[src/hdl/bsg_pkg.sv]
`default_nettype none
package bsg_pkg;

  // Timer width for the expiry counter
  localparam int unsigned TIMER_BITS = 16;
  // Width for timeout sums before they are fitted to the timer
  localparam int unsigned CALC_W = (TIMER_BITS > 16) ? TIMER_BITS : 16;
  localparam logic [CALC_W-1:0] TIMER_MAX_C = CALC_W'((64'd1 << TIMER_BITS) - 64'd1);

  localparam logic [7:0] SYN_SYMBOL = 8'hAA;

  // Queue between classifier and executor
  localparam int unsigned Q_DEPTH = 2;
  localparam int unsigned Q_PTR_W = (Q_DEPTH > 1) ? $clog2(Q_DEPTH) : 1;
  localparam int unsigned Q_CNT_W = $clog2(Q_DEPTH + 1);

  // Configuration register indexes
  localparam int unsigned CFG_IDX_W = 3;
  localparam int unsigned CFG_DATA_W = 12;

  typedef enum logic [CFG_IDX_W-1:0] {
    REG_SYN_ENABLE   = 3'd0,
    REG_OWN_ADDRESS  = 3'd1,
    REG_BASE_MS      = 3'd2,
    REG_MARGIN_MS    = 3'd3,
    REG_ADDR_STEP_MS = 3'd4,
    REG_CARRIER_MS   = 3'd5,
    REG_RETRY_MS     = 3'd6
  } cfg_reg_t;

  typedef enum logic {
    OP_TICK = 1'b0,
    OP_BYTE = 1'b1
  } op_t;

  typedef struct packed {
    logic       op;
    logic [7:0] rx_byte;
    logic       request_pending;
    logic [7:0] request_address;
  } in_item_t;

  typedef struct packed {
    logic        send_valid;
    logic [7:0]  send_byte;
    logic        syn_generated;
    logic        postponed;
    logic        postpone_wait_valid;
    logic [15:0] postpone_wait_ms;
    logic        bus_request_seen;
  } out_item_t;

  typedef struct packed {
    logic        syn_enable;
    logic [7:0]  own_address;
    logic [11:0] base_ms;
    logic [11:0] margin_ms;
    logic [5:0]  address_step_ms;
    logic [11:0] quiet_need_ms;
    logic [11:0] retry_ms;
  } cfg_t;

  // Classified item as it waits in the queue
  typedef struct packed {
    logic       is_byte;
    logic       rx_is_syn;
    logic       answer_req;
    logic       addr_is_syn;
    logic [7:0] request_address;
  } cls_item_t;

  typedef struct packed {
    logic full;
    logic empty;
  } q_stat_t;

  // Saturate a timeout to the timer width
  function automatic logic [TIMER_BITS-1:0] timer_fit(input logic [CALC_W-1:0] v);
    logic [TIMER_BITS-1:0] res;
    if (v > TIMER_MAX_C) begin
      res = '1;
    end else begin
      res = v[TIMER_BITS-1:0];
    end
    return res;
  endfunction

  function automatic logic [15:0] sat16_inc(input logic [15:0] v);
    return (v == 16'hFFFF) ? v : v + 16'd1;
  endfunction

endpackage
`default_nettype wire

[src/hdl/bus_syn_generator.sv]
// An accepted item is queued and then moved into the result register.
// Throughput: one item per cycle while out_ready is high; a two-entry queue
// lets the input side keep accepting while a result waits for out_ready.
// Reset: synchronous, active-low rst_n; configuration returns to its defaults,
// the timer is unarmed and quiet time reads saturated.
`default_nettype none
module bus_syn_generator (
  input  wire                                clk,
  input  wire                                rst_n,
  input  wire                                in_valid,
  output logic                               in_ready,
  input  wire  bsg_pkg::in_item_t            in_item,
  output logic                               out_valid,
  input  wire                                out_ready,
  output bsg_pkg::out_item_t                 out_item,
  input  wire                                cfg_wr_en,
  input  wire  [bsg_pkg::CFG_IDX_W-1:0]      cfg_index,
  input  wire  [bsg_pkg::CFG_DATA_W-1:0]     cfg_wdata
);

  bsg_pkg::cfg_t      cfg_r, cfg_nxt;
  bsg_pkg::q_stat_t   q_stat;
  bsg_pkg::cls_item_t push_item;
  bsg_pkg::cls_item_t pop_item;
  logic               push;
  logic               pop;

  // Configuration register writes
  always_comb begin
    cfg_nxt = cfg_r;
    if (cfg_wr_en) begin
      case (bsg_pkg::cfg_reg_t'(cfg_index))
        bsg_pkg::REG_SYN_ENABLE:   cfg_nxt.syn_enable      = cfg_wdata[0];
        bsg_pkg::REG_OWN_ADDRESS:  cfg_nxt.own_address     = cfg_wdata[7:0];
        bsg_pkg::REG_BASE_MS:      cfg_nxt.base_ms         = cfg_wdata[11:0];
        bsg_pkg::REG_MARGIN_MS:    cfg_nxt.margin_ms       = cfg_wdata[11:0];
        bsg_pkg::REG_ADDR_STEP_MS: cfg_nxt.address_step_ms = cfg_wdata[5:0];
        bsg_pkg::REG_CARRIER_MS:   cfg_nxt.quiet_need_ms   = cfg_wdata[11:0];
        bsg_pkg::REG_RETRY_MS:     cfg_nxt.retry_ms        = cfg_wdata[11:0];
        default: ;
      endcase
    end
  end

  always_ff @(posedge clk) begin
    if (!rst_n) begin
      cfg_r.syn_enable      <= 1'b1;
      cfg_r.own_address     <= 8'd0;
      cfg_r.base_ms         <= 12'd40;
      cfg_r.margin_ms       <= 12'd10;
      cfg_r.address_step_ms <= 6'd1;
      cfg_r.quiet_need_ms   <= 12'd5;
      cfg_r.retry_ms        <= 12'd5;
    end else begin
      cfg_r <= cfg_nxt;
    end
  end

  bsg_front u_front (
    .in_valid  (in_valid),
    .in_ready  (in_ready),
    .in_item   (in_item),
    .q_stat    (q_stat),
    .push      (push),
    .push_item (push_item)
  );

  bsg_queue u_queue (
    .clk       (clk),
    .rst_n     (rst_n),
    .push      (push),
    .push_item (push_item),
    .pop       (pop),
    .pop_item  (pop_item),
    .q_stat    (q_stat)
  );

  bsg_back u_back (
    .clk       (clk),
    .rst_n     (rst_n),
    .cfg       (cfg_r),
    .q_stat    (q_stat),
    .item      (pop_item),
    .pop       (pop),
    .out_valid (out_valid),
    .out_ready (out_ready),
    .out_item  (out_item)
  );

  // A queued item always reaches the result register once it is free
  a_drain: assert property (@(posedge clk) disable iff (!rst_n)
    (!q_stat.empty && (!out_valid || out_ready)) |=> out_valid)
    else $error("queued item not moved to result register");

  // An item entering an empty pipe passes the queue, then the result register
  a_latency: assert property (@(posedge clk) disable iff (!rst_n)
    (push && q_stat.empty && (!out_valid || out_ready)) |=> ##1 out_valid)
    else $error("result latency exceeded");

  // A deferral never coincides with a send
  a_postpone_excl: assert property (@(posedge clk) disable iff (!rst_n)
    (out_valid && out_item.postponed) |->
      (!out_item.send_valid && !out_item.postpone_wait_valid))
    else $error("postponed result also sends");

  // A finished wait is only reported with our own SYN
  a_wait_syn: assert property (@(posedge clk) disable iff (!rst_n)
    (out_valid && out_item.postpone_wait_valid) |->
      (out_item.syn_generated && out_item.send_byte == bsg_pkg::SYN_SYMBOL))
    else $error("wait reported without own SYN");

endmodule
`default_nettype wire

[src/hdl/bsg_front.sv]
`default_nettype none
module bsg_front (
  input  wire                      in_valid,
  output logic                     in_ready,
  input  wire  bsg_pkg::in_item_t  in_item,
  input  wire  bsg_pkg::q_stat_t   q_stat,
  output logic                     push,
  output bsg_pkg::cls_item_t       push_item
);

  assign in_ready = !q_stat.full;
  assign push     = in_valid && in_ready;

  // Classify the item once so the executor sees flags and the request address
  always_comb begin
    push_item.is_byte         = (in_item.op == bsg_pkg::OP_BYTE);
    push_item.rx_is_syn       = (in_item.rx_byte == bsg_pkg::SYN_SYMBOL);
    push_item.answer_req      = (in_item.rx_byte == bsg_pkg::SYN_SYMBOL) &&
                                in_item.request_pending;
    push_item.addr_is_syn     = (in_item.request_address == bsg_pkg::SYN_SYMBOL);
    push_item.request_address = in_item.request_address;
  end

endmodule
`default_nettype wire

[src/hdl/bsg_queue.sv]
`default_nettype none
module bsg_queue (
  input  wire                       clk,
  input  wire                       rst_n,
  input  wire                       push,
  input  wire  bsg_pkg::cls_item_t  push_item,
  input  wire                       pop,
  output bsg_pkg::cls_item_t        pop_item,
  output bsg_pkg::q_stat_t          q_stat
);

  bsg_pkg::cls_item_t mem_r [bsg_pkg::Q_DEPTH];

  logic [bsg_pkg::Q_PTR_W-1:0] wr_ptr_r, wr_ptr_nxt;
  logic [bsg_pkg::Q_PTR_W-1:0] rd_ptr_r, rd_ptr_nxt;
  logic [bsg_pkg::Q_CNT_W-1:0] count_r, count_nxt;

  function automatic logic [bsg_pkg::Q_PTR_W-1:0] ptr_inc(
    input logic [bsg_pkg::Q_PTR_W-1:0] p);
    return (p == bsg_pkg::Q_PTR_W'(bsg_pkg::Q_DEPTH - 1)) ? '0 : p + 1'b1;
  endfunction

  assign q_stat.full  = (count_r == bsg_pkg::Q_CNT_W'(bsg_pkg::Q_DEPTH));
  assign q_stat.empty = (count_r == '0);
  assign pop_item     = mem_r[rd_ptr_r];

  // Pointer and fill count update
  always_comb begin
    wr_ptr_nxt = push ? ptr_inc(wr_ptr_r) : wr_ptr_r;
    rd_ptr_nxt = pop  ? ptr_inc(rd_ptr_r) : rd_ptr_r;
    count_nxt  = count_r;
    if (push && !pop) begin
      count_nxt = count_r + 1'b1;
    end else if (pop && !push) begin
      count_nxt = count_r - 1'b1;
    end
  end

  always_ff @(posedge clk) begin
    if (!rst_n) begin
      wr_ptr_r <= '0;
      rd_ptr_r <= '0;
      count_r  <= '0;
    end else begin
      wr_ptr_r <= wr_ptr_nxt;
      rd_ptr_r <= rd_ptr_nxt;
      count_r  <= count_nxt;
    end
  end

  // Entry storage
  always_ff @(posedge clk) begin
    if (push) begin
      mem_r[wr_ptr_r] <= push_item;
    end
  end

endmodule
`default_nettype wire

[src/hdl/bsg_back.sv]
`default_nettype none
module bsg_back (
  input  wire                       clk,
  input  wire                       rst_n,
  input  wire  bsg_pkg::cfg_t       cfg,
  input  wire  bsg_pkg::q_stat_t    q_stat,
  input  wire  bsg_pkg::cls_item_t  item,
  output logic                      pop,
  output logic                      out_valid,
  input  wire                       out_ready,
  output bsg_pkg::out_item_t        out_item
);

  localparam int unsigned TB = bsg_pkg::TIMER_BITS;
  localparam int unsigned CW = bsg_pkg::CALC_W;

  // Timer and arbitration state
  logic [TB-1:0] tte_r, tte_nxt;
  logic          armed_r, armed_nxt;
  logic [15:0]   quiet_r, quiet_nxt;
  logic          active_r, active_nxt;
  logic          def_open_r, def_open_nxt;
  logic [15:0]   def_age_r, def_age_nxt;
  logic          req_sent_r, req_sent_nxt;

  logic                out_valid_r, out_valid_nxt;
  bsg_pkg::out_item_t  out_item_r, out_item_nxt;

  logic [13:0]   addr_prod;
  logic [CW-1:0] uniq_sum;
  logic [TB-1:0] uniq_to;
  logic [TB-1:0] tte_dec;
  logic [15:0]   quiet_inc;
  logic [15:0]   age_inc;

  assign pop       = !q_stat.empty && (!out_valid_r || out_ready);
  assign out_valid = out_valid_r;
  assign out_item  = out_item_r;

  // Unique timeout from the configuration
  assign addr_prod = cfg.own_address * cfg.address_step_ms;
  assign uniq_sum  = CW'(cfg.base_ms) + CW'(addr_prod) + CW'(cfg.margin_ms);
  assign uniq_to   = bsg_pkg::timer_fit(uniq_sum);

  assign quiet_inc = bsg_pkg::sat16_inc(quiet_r);
  assign age_inc   = def_open_r ? bsg_pkg::sat16_inc(def_age_r) : def_age_r;
  assign tte_dec   = (armed_r && tte_r != '0) ? tte_r - 1'b1 : tte_r;

  // Execute one item
  always_comb begin
    tte_nxt      = tte_r;
    armed_nxt    = armed_r;
    quiet_nxt    = quiet_r;
    active_nxt   = active_r;
    def_open_nxt = def_open_r;
    def_age_nxt  = def_age_r;
    req_sent_nxt = req_sent_r;
    out_item_nxt = '0;

    if (!item.is_byte) begin
      quiet_nxt   = quiet_inc;
      def_age_nxt = age_inc;
      tte_nxt     = tte_dec;
      if (cfg.syn_enable) begin
        if (!armed_r) begin
          tte_nxt   = uniq_to;
          armed_nxt = 1'b1;
        end
        if (tte_nxt == '0) begin
          if (quiet_inc < 16'(cfg.quiet_need_ms)) begin
            // Line busy: defer the SYN
            out_item_nxt.postponed = 1'b1;
            if (!def_open_r) begin
              def_open_nxt = 1'b1;
              def_age_nxt  = '0;
            end
            tte_nxt = bsg_pkg::timer_fit(CW'(cfg.retry_ms));
          end else begin
            if (def_open_r) begin
              out_item_nxt.postpone_wait_valid = 1'b1;
              out_item_nxt.postpone_wait_ms    = age_inc;
              def_open_nxt = 1'b0;
              def_age_nxt  = '0;
            end
            active_nxt                 = 1'b1;
            out_item_nxt.send_valid    = 1'b1;
            out_item_nxt.send_byte     = bsg_pkg::SYN_SYMBOL;
            out_item_nxt.syn_generated = 1'b1;
            tte_nxt                    = uniq_to;
          end
        end
      end
    end else begin
      out_item_nxt.bus_request_seen = req_sent_r;
      req_sent_nxt = 1'b0;
      quiet_nxt    = '0;
      armed_nxt    = 1'b1;
      if (active_r && item.rx_is_syn) begin
        tte_nxt = bsg_pkg::timer_fit(CW'(cfg.base_ms));
      end else begin
        active_nxt = 1'b0;
        tte_nxt    = uniq_to;
      end
      // Answer a SYN with our arbitration address
      if (item.answer_req) begin
        out_item_nxt.send_valid = 1'b1;
        out_item_nxt.send_byte  = item.request_address;
        req_sent_nxt            = 1'b1;
        if (!item.addr_is_syn) begin
          active_nxt = 1'b0;
        end
      end
    end
  end

  assign out_valid_nxt = pop ? 1'b1 : (out_valid_r && !out_ready);

  always_ff @(posedge clk) begin
    if (!rst_n) begin
      tte_r       <= '0;
      armed_r     <= 1'b0;
      quiet_r     <= 16'hFFFF;
      active_r    <= 1'b0;
      def_open_r  <= 1'b0;
      def_age_r   <= '0;
      req_sent_r  <= 1'b0;
      out_valid_r <= 1'b0;
    end else begin
      out_valid_r <= out_valid_nxt;
      if (pop) begin
        tte_r      <= tte_nxt;
        armed_r    <= armed_nxt;
        quiet_r    <= quiet_nxt;
        active_r   <= active_nxt;
        def_open_r <= def_open_nxt;
        def_age_r  <= def_age_nxt;
        req_sent_r <= req_sent_nxt;
      end
    end
  end

  // Result register
  always_ff @(posedge clk) begin
    if (pop) begin
      out_item_r <= out_item_nxt;
    end
  end

endmodule
`default_nettype wire

[config.mk]
export PLATFORM = sky130hd
export DESIGN_NAME = bus_syn_generator
export DESIGN_NICKNAME = d
export VERILOG_FILES = /design/src/hdl/bsg_pkg.sv /design/src/hdl/bus_syn_generator.sv /design/src/hdl/bsg_front.sv /design/src/hdl/bsg_queue.sv /design/src/hdl/bsg_back.sv
export SDC_FILE = /design/constraint.sdc
export NUM_CORES = 1
export LEC_CHECK = 0
export ABC_AREA = 1
export BUFFER_PORTS_ARGS = -buffer_cell sky130_fd_sc_hd__buf_4
export CAP_MARGIN = 20
export CORE_UTILIZATION = 40
export CTS_CLUSTER_DIAMETER = 30
export DETAILED_ROUTE_END_ITERATION = 10
export HOLD_SLACK_MARGIN = 0.03
export SYNTH_ARGS = -nofsm -noshare
export SYNTH_HDL_FRONTEND = slang
export SYNTH_SLANG_ARGS = --single-unit
[constraint.sdc]
create_clock -name clk -period 16.25 [get_ports clk]
set_clock_uncertainty 0.05 [all_clocks]
set_input_delay 1.625 -clock clk [delete_from_list [all_inputs] [get_ports clk]]
set_output_delay 1.625 -clock clk [all_outputs]
set_load 0.02 [all_outputs]
# Word-level counts from Yosys, hierarchy flattened
# Memory sizes are Yosys's and may differ from the RTL's. A register that Yosys moved wholly into a read port is not among the register bits.
# Cells that the tools add are included.
# Widths: inputs -> output; s select.
[word_totals]
reg_bits = 149
latchBits = 0
mem_bits_rw = 24
mem_bits_ro = 0
input_bits = 38
output_inout_bits = 31
word_cells = 137
memories = 1
[memory_table]
columns = ["memory", "depth", "word_bits", "read_ports", "rd_clocked_by_memory_dff", "write_ports", "line_no", "text"]
rows = [
  ["u_queue.mem_r", 2, 12, 1, 1, 1, "bsg_queue.sv:12", "bsg_pkg::cls_item_t mem_r [bsg_pkg::Q_DEPTH];"],
]
[classes]
addsub = 9
multipliers = 1
div = 0
magnitude_cmp = 2
n_eq_ne = 12
n_shift = 0
mux = 46
bitwise_logic = 4
n_reduce_logical = 37
[ops]
columns = ["op", "count"]
rows = [
  ["$mux 16", 19],
  ["$mux 28", 2],
  ["$mux 17", 2],
  ["$add 16x1->16 const B", 2],
  ["$eq 16x16->1 const B", 2],
  ["$reduce_and 2->1", 10],
  ["$mux 1", 18],
  ["$mux 9", 2],
  ["$add 16x12->16", 1],
  ["$eq 8x8->1 const B", 2],
  ["$gt 16x16->1 const B", 1],
  ["$logic_not 16->1", 1],
  ["$lt 16x12->1", 1],
  ["$reduce_bool 16->1", 1],
  ["$sub 16x1->16 const B", 1],
  ["$add 12x14->15", 1],
  ["$mul 8x6->14", 1],
  ["$mux 10", 1],
  ["$eq 3x3->1 const B", 3],
  ["$logic_and 1x1->1", 8],
  ["$reduce_and 4->1", 2],
  ["$eq 3x2->1 const B", 2],
  ["$logic_not 1->1", 6],
  ["$reduce_bool 2->1", 3],
  ["14 further kinds", 19],
]

# Longest topological paths before layout
# Gate-level depths: netlist of run 1.
[logic_depth]
ltp_word = 12
mapped_depth = 38
mapped_depth_nobuf = 37

# By module
# A second synthesis of run 1 with hierarchy kept.
[unflattened]
cells_unflattened = 1615
area_unflattened_um2 = 11823.8
[by_module_without_submodules]
columns = ["module", "instances", "cells_each", "area_per_inst_um2", "seq_area_each_um2"]
rows = [
  ["bsg_back", 1, 1147, 8022.7, 1931.9],
  ["bus_syn_generator", 1, 363, 2503.7, 1261.2],
  ["bsg_queue", 1, 72, 1132.3, 820.8],
  ["bsg_front", 1, 33, 165.2, 0.0],
]

# Worst setup path after synthesis of run 1
# Ideal clock, no wire load.
[synth_path]
kind = "register to register"
startpoint = "register cfg_r[25] (netlist name)"
endpoint = "register u_back.out_item_r (netlist bit u_back.out_item[10]), data pin"
setup_ns = 0.137
arrival_time_ns = 5.360
required_time_ns = 16.063
slack_ns = 10.703
stages_incl_launch_ff = 34
path_buffers = 1
synth_period_minus_slack_ns = 5.547
path_cell_list = "dfxtp_1 -> clkbuf_1 -> nand2_1 -> inv_1 -> fa_1 -> fa_1 -> fa_1 -> fa_1 -> ha_1 -> nand2_1 -> inv_1 -> nand2_1 -> nand2_1 -> a21oi_1 -> o211a_1 -> xnor2_1 -> ha_1 -> nand2_1 -> inv_1 -> a21oi_1 -> nand3_1 -> inv_1 -> nand3_1 -> nand3_1 -> nand2_1 -> nor2_1 -> nand3_2 -> inv_2 -> nand3_2 -> nor2_4 -> nand2_2 -> clkinv_2 -> nand2_4 -> nor2_2"
[synth_between]
elab_chain_len = 11
[synth_lines]
columns = ["item", "line_no", "text"]
rows = [
  ["from (decl)", "bus_syn_generator.sv:21", "bsg_pkg::cfg_t cfg_r, cfg_nxt;"],
  ["from (signal assigned)", "bus_syn_generator.sv:55", "cfg_r <= cfg_nxt;"],
  ["$mul 8x6->14 (*)", "bsg_back.sv:41", "assign addr_prod = cfg.own_address * cfg.address_step_ms;"],
  ["$add 12x14->15 (*)", "bsg_back.sv:42", "assign uniq_sum = CW'(cfg.base_ms) + CW'(addr_prod) + CW'(cfg.margin_ms);"],
  ["$add 16x12->16 (*)", "bsg_back.sv:42", ""],
  ["$gt 16x16->1", "bsg_pkg.sv:80", "if (v > TIMER_MAX_C) begin"],
  ["$mux 16 (*)", "bsg_pkg.sv:80", ""],
  ["$mux 16 (*)", "bsg_back.sv:65", "if (!armed_r) begin"],
  ["$mux 16 (*)", "bsg_back.sv:64", "if (cfg.syn_enable) begin"],
  ["$mux 16 (*)", "bsg_back.sv:60", "if (!item.is_byte) begin"],
  ["$logic_not 16->1 (*)", "bsg_back.sv:69", "if (tte_nxt == '0) begin"],
  ["$not 1->1 (no source line) (*)", "-", ""],
  ["$reduce_or 5->1 (no source line) (*)", "-", ""],
  ["to (signal assigned)", "bsg_back.sv:145", "out_item_r <= out_item_nxt;"],
  ["to (decl)", "bsg_back.sv:27", "bsg_pkg::out_item_t out_item_r, out_item_nxt;"],
]
# Mark *: on every way between the ends. The rest lies on a longest branch, timed or not. The select of a mux whose other input is x is not followed.
# A chain may end at the register's enable or synchronous reset.

# Final worst setup path of run 1
# Ends and elaborated chain as after synthesis.

==> results of run 1 <==
[Yosys cell counts, types with 7 or more instances]
cell        n
a21oi_1    86
a22oi_1     9
clkbuf_1   39
dfxtp_1   121
edfxtp_1   53
fa_1       35
ha_1       59
inv_1     260
nand2_1   416
nand3_1   122
nand3b_1    7
nand4_1    14
nor2_1    189
nor2_2     10
nor3_1     19
o21ai_0   106
xnor2_1    14
xor2_1     35
[cell usage in the layout (no fill, tap or decap), drive strengths merged, types with 3 or more instances in the layout]
| cell type | Yosys | final |
|---|---|---|
| a211oi | 3 | 3 |
| dfxtp | 121 | 121 |
| inv | 263 | 269 |
| bufinv | 0 | 3 |
| a21oi | 91 | 91 |
| o211ai | 4 | 4 |
| nand3 | 125 | 125 |
| clkinv | 6 | 10 |
| nor3 | 24 | 24 |
| xor2 | 35 | 35 |
| edfxtp | 53 | 53 |
| xnor2 | 14 | 14 |
| nand4 | 14 | 14 |
| fa | 35 | 35 |
| nand3b | 7 | 7 |
| clkbuf | 39 | 18 |
| or2 | 3 | 3 |
| buf | 13 | 77 |
| a2bb2oi | 6 | 6 |
| o21ai | 106 | 106 |
| mux2i | 5 | 5 |
| a32oi | 4 | 4 |
| ha | 59 | 59 |
| nor2 | 204 | 204 |
| nand2 | 424 | 424 |
| a22oi | 9 | 9 |
[routing by layer]
layer	up-vias	part of all wire, %
li1	5452	-
met1	4957	47
met2	223	47
met3	38	3.8
met4	0	2.0
met5	-	0
[area by class of cell]
| type | count | area, um2 |
|---|---|---|
| timing repair buffer | 77 | 586 |
| fill | 2903 | 15600 |
| clock buffer | 18 | 429 |
| clock inverter | 14 | 181 |
| sequential | 174 | 4010 |
| tap | 384 | 480 |
| multi-input combinational | 1189 | 6680 |
| inverter | 269 | 1010 |
[flip-flops by register name, summed over array words and instances (netlist names), named ones only]
| signal | count |
|---|---|
| u_back.quiet_r | 16 |
| u_back.def_age_r | 16 |
| u_back.out_item | 29 |
| u_queue.wr_ptr_r | 1 |
| u_queue.rd_ptr_r | 1 |
| u_back.armed_r | 1 |
| u_back.req_sent_r | 1 |
| u_back.out_valid | 1 |
| u_back.def_open_r | 1 |
| u_queue.count_r | 2 |
| u_back.tte_r | 16 |
| u_queue.mem_r | 24 |
| cfg_r | 63 |
| u_back.active_r | 1 |
[worst register-to-register path, delay by kind of cell (launching register included)]
kind	cells	cell delay, ns
adder cells (fa/ha/maj)	6	2.66
AND/OR/NAND/NOR	15	1.87
XOR/XNOR	1	0.25
buffers and inverters	5	0.46
flip-flops	1	0.50
AO/OA/AOI/OAI	3	0.49
[worst max path at each step]
stage / startpoint / end / slack (ns) / depth (start not counted)
2_1_floorplan: cfg_r[25]$_SDFFE_PN0P_ / u_back.out_item[10]$_SDFFCE_PP0P_ / 10.70 / 33
3_3_place_gp: cfg_r[60]$_SDFFE_PN0P_ / u_back.out_item[15]$_SDFFCE_PP0P_ / 9.92 / 30
3_5_place_dp: cfg_r[25]$_SDFFE_PN0P_ / u_back.out_item[10]$_SDFFCE_PP0P_ / 9.86 / 30
4_1_cts: cfg_r[25]$_SDFFE_PN0P_ / u_back.out_item[10]$_SDFFCE_PP0P_ / 9.83 / 30
5_1_grt: cfg_r[25]$_SDFFE_PN0P_ / u_back.out_item[2]$_SDFFCE_PP0P_ / 9.39 / 32
6_report: cfg_r[25]$_SDFFE_PN0P_ / u_back.out_item[10]$_SDFFCE_PP0P_ / 9.85 / 30
[cell families (layout without fill, tap and decap cells)]
| logic type | Yosys count | after routing | synth area share [%] |
|---|---|---|---|
| AO/OA/AOI/OAI | 234 | 234 | 10.9 |
| adder cells (fa/ha/maj) | 94 | 94 | 12.1 |
| XOR/XNOR | 49 | 49 | 3.60 |
| flip-flops | 174 | 174 | 33.7 |
| AND/OR/NAND/NOR | 807 | 807 | 28.9 |
| buffers and inverters | 321 | 378 | 10.4 |
| multiplexers | 5 | 5 | 0.420 |
[power by group]
part	internal, W	leakage (nW)	switching (W)	total, W
Combinational	0.000295	4.99	0.000540	0.000836
Clock	0.000246	0.301	0.000184	0.000430
Sequential	0.000546	1.50	0.0000688	0.000615
[metrics by stage]
step	cells	hold WS [ns]	utilization [%]	area, um2	setup slack (ns)
after floorplan	1684	0.376	-	11900	10.70
after global placement	2091	0.388	43.9	12700	9.92
after detailed placement	2091	0.394	43.9	12700	9.86
after CTS	2123	0.401	46.0	13400	9.83
after global routing	2125	0.433	46.1	13400	9.39
final	2125	0.402	46.1	13400	9.85
==> results.cfg, run 1 <==
[power_and_ir_drop]
power_density_mw_per_mm2 = 141
ir_drop_mv = 0.0829
leakage_nw = 6.80
finalPower_w = 0.00188

[grt]
track_usage_pct = 21.3
grt-busiest-layer = met2
grt_pass1_vias = 10400
grt.overflow.total = 0
grt_pass1_wl_mm = 52.0
use_met2_pct = 36.4
grt_max_degree = 80
antenna_found_initial = 0
gr-usage-met1_pct = 27.2
use_met3_pct = 3.50

[route]
drc_errors = 0
wl_per_cell_um = 14.7
num_vias = 10700
drtAntennaViolNets = 0
first_pass_iters = 5
drt_iter0_drc = 661
vias_per_cell = 5.02
routed_wl_mm = 31.2

[hold_path]
hold_depth = 1
hp-class = flop to flop
worstHoldStart = u_queue.rd_ptr_r$_SDFFE_PN0P_

[cts]
cts_tree = done
cts_buffer_depth = 2
clk_latency_ns = 0.45
cts_made_buffers = 17
clkTransAtPathRegs_ns = 0.07
hold_buffers = 0
postCtsSetupBuffers = 0
htreeDepth = 4
cts_resized = 0
clockRootBuffer = clkbuf_16
cts.sinks = 174

[synthesis]
synth-seq-cells = 174
synth_top_cell_area_share_pct = 20.3
syn_area_per_cell_um2 = 7.08
synth_edf_count = 53
ys_async_sr_fraction_pct = 0
ys.warnings.count = 0
synth_area_mm2 = 0.0119
synth_area_leader_cell = dfxtp_1
ys.flop_type = dfxtp_1
synth_area_leaders = dfxtp_1 (20%), edfxtp_1 (13%), nand2_1 (13%)
synth_cells = 1684
ys_types = 50
syn_nets = 1816
yosysSeqAreaShare_pct = 33.7

[critical_path]
cp_top_family = adder cells
cp-end-kind = flop
rrSetupSlack_ns = 9.85
path_buf_inv = 5
crit_type = flop to flop
arrival_ns = 6.65
cp_slowest_cell = fa_1
start_kind = flop
cp.required_ns = 16.50
r2r_start = cfg_r[25]$_SDFFE_PN0P_
slowest_delay_ns = 0.59
worstPathMaxFanout = 13
rr_endpoint = u_back.out_item[10]$_SDFFCE_PP0P_
reg2regPathDepth = 30

[finish]
drive_above_1_share_pct = 8.85
area_delta_synth_final_pct = 12.3
diodes = 0
fin_nets = 1860

[floorplan]
die_h_um = 175
start_util_pct = 41.1
rows = 62
boundaryPins = 69
fp.dieW_um = 175
die_area_mm2 = 0.0305
core_mm2 = 0.0290

[sta]
max-slew-margin-rel_pct = 27.7
setup_viol = 0
setup_tns_ns = 0
period_needed_ns = 6.40
worstMarginPinSlew_ns = 1.08
rsz0062_at_grt = false
final.period_utilization_pct = 39.4
slew_violations = 0
max_freq_mhz = 156
hold_violations = 0

[flow_run]
cap_violations = 0

[placed_design]
io_buffers = 68
dp_hpwl_mm = 23.5
gp_congestion = 0.918

[status]
status = finished, final reports clean
No activity file was read; power rests on OpenSTA's default activity.
==> run 2: changes to the inputs <==
- clock period: 16.25 -> 5.9 ns (I/O delays scaled with it)
==> run 2 against run 1 <==
Compared with the run above:
- first-iteration DRC count is 7.3% higher
- largest cell class unchanged
- non-clock buffer count is 98 higher
- via count is 5.8% higher
- cell count is 4.7% higher
- combinational power grew to 3.1 times the previous value
- highest routed layer unchanged
- global-route usage is 0.78 points higher
- maximum frequency is 8.9% higher
==> results.cfg, run 2 (synthesized netlist as in run 1, its figures left out) <==
[status]
status = finished, final reports clean

[hold_path]
hp-class = primary input to flop
min_to = u_queue.mem_r[1][11]$_DFFE_PP_
hold_depth = 1
worstHoldStart = in_item[17]

[critical_path]
start_kind = flop
slowest_delay_ns = 0.53
rr_endpoint = u_back.out_item[10]$_SDFFCE_PP0P_
cp.required_ns = 6.16
crit_type = flop to flop
cp_slowest_cell = fa_1
worstPathMaxFanout = 7
cp-end-kind = flop
arrival_ns = 6.13
rrSetupSlack_ns = 0.03
r2r_start = cfg_r[25]$_SDFFE_PN0P_
reg2regPathDepth = 32

[floorplan]
die_area_mm2 = 0.0305
fp.dieW_um = 175
rows = 62
die_h_um = 175
boundaryPins = 69
core_mm2 = 0.0290
start_util_pct = 41.1

[placed_design]
placed_cells = 2162
io_buffers = 68
dp_hpwl_mm = 24.1
place_ws_ns = -0.334
gp_congestion = 0.906

[route]
num_vias = 11300
first_pass_iters = 5
wl_per_cell_um = 15.1
drt_iter0_drc = 709
drtAntennaViolNets = 0
routed_wl_mm = 33.7
vias_per_cell = 5.08
drc_errors = 0

[finish]
stdcell_count = 2225
layout_common_cells = nand2_1 (375), inv_1 (242), nor2_1 (174)
largest_reg_flops = 63
regMostFlops = cfg_r
area_delta_synth_final_pct = 24.9
seq_area_mm2 = 0.00405
final_common_cell = nand2_1
fillerInstances = 2834
fin_nets = 1960
drive_above_1_share_pct = 21.5
diodes = 0
multiInputGateArea_mm2 = 0.00742

[sta]
setup_viol = 0
rsz0062_at_grt = true
finalWorstSetupSlack_ns = 0.0290
final.period_utilization_pct = 99.5
worstMarginPinSlew_ns = 1.12
fin_hold_ws_ns = 0.282
max-slew-margin-rel_pct = 25.2
slew_violations = 0
max_freq_mhz = 170
period_needed_ns = 5.87
hold_violations = 0

[cts]
clkTransAtPathRegs_ns = 0.07
htreeDepth = 4
clk_latency_ns = 0.45
cts.sinks = 174
clockRootBuffer = clkbuf_16
cts_made_buffers = 17
cts_tree = done
hold_buffers = 0
cts_buffer_depth = 2

[flow_run]
cap_violations = 0

[grt]
grt_max_degree = 80
grt.overflow.total = 0
antenna_found_initial = 0
grt_pass1_wl_mm = 54.0
track_usage_pct = 22.1
grt_pass1_vias = 10800

[power_and_ir_drop]
power_density_mw_per_mm2 = 359
leakage_nw = 7.39
ir_drop_mv = 0.278
-- run 2: changes by cell type in the layout (fill, tap and decap cells not counted), moves of 17 or more --
cell	before	now
inv_2	3	20
inv_1	259	242
nand2_1	416	375
nand2_2	4	37
buf_4	75	161
a21oi_1	86	69
nor2_4	6	24
nand3_1	122	103
-- run 2: worst max path at each step --
stage                           start                           endpoint  slack [ns]  cells after the start
2_1_floorplan  cfg_r[25]$_SDFFE_PN0P_  u_back.out_item[10]$_SDFFCE_PP0P_        0.35                     33
3_3_place_gp   cfg_r[27]$_SDFFE_PN0P_   u_back.out_item[1]$_SDFFCE_PP0P_       -0.24                     30
3_5_place_dp   cfg_r[58]$_SDFFE_PN0P_   u_back.out_item[2]$_SDFFCE_PP0P_       -0.33                     30
4_1_cts        cfg_r[28]$_SDFFE_PN0P_   u_back.out_item[1]$_SDFFCE_PP0P_       0.002                     30
5_1_grt        cfg_r[28]$_SDFFE_PN0P_  u_back.out_item[10]$_SDFFCE_PP0P_       -0.23                     31
6_report       cfg_r[25]$_SDFFE_PN0P_  u_back.out_item[10]$_SDFFCE_PP0P_        0.03                     32
-- run 2: what timing repair did --
action / CTS / global route
setup buffers: 11 / 20
gates cloned: 1 / 1
pin swaps: 52 / 72
setup endpoints to repair: 58 / 58
resized for setup: 69 / 146
-- run 2: layer usage --
layer	share of wire [%]	GRT usage (%)	vias up
met5	0	0	-
met4	2.3	6.67	0
met1	45	28.8	5319
met3	4.1	2.79	51
li1	-	-	5660
met2	49	38.2	262
-- run 2: final cells by class --
type                            count  share of cell area (%)
Clock buffer                       19                    2.91
Clock inverter                     13                   0.798
Inverter                          269                    6.85
Multi-Input combinational cell   1191                    49.8
Sequential cell                   174                    27.2
Tap cell                          384                    3.23
Timing Repair Buffer              175                    9.20
-- run 2: where the power goes --
part	switching, W	total (W)	internal, W
sequential	0.000192	0.00170	0.00150
combinational	0.00160	0.00256	0.000964
clock	0.000506	0.00109	0.000582
total	0.00229	0.00534	0.00305
-- run 2: metrics by stage --
stage | utilization (%) | cell area [um2] | total power (W) | TNS [ns]
floorplan | - | 11900 | 0.00338 | 0
global placement | 45.8 | 13300 | 0.00405 | -7.13
finish | 51.3 | 14900 | 0.00534 | 0
global route | 51.3 | 14900 | 0.00574 | -8.79
detailed placement | 45.8 | 13300 | 0.00409 | -10.54
CTS | 48.9 | 14200 | 0.00522 | 0
-- run 2: critical path, delay by kind of cell, from the launching register on --
family / cells / cell delay [ns]
xor+xnor: 1 / 0.10
flops: 1 / 0.37
simple gates: 17 / 1.85
fa+ha+maj: 6 / 2.43
compound gates: 2 / 0.29
buf+inv: 6 / 0.62
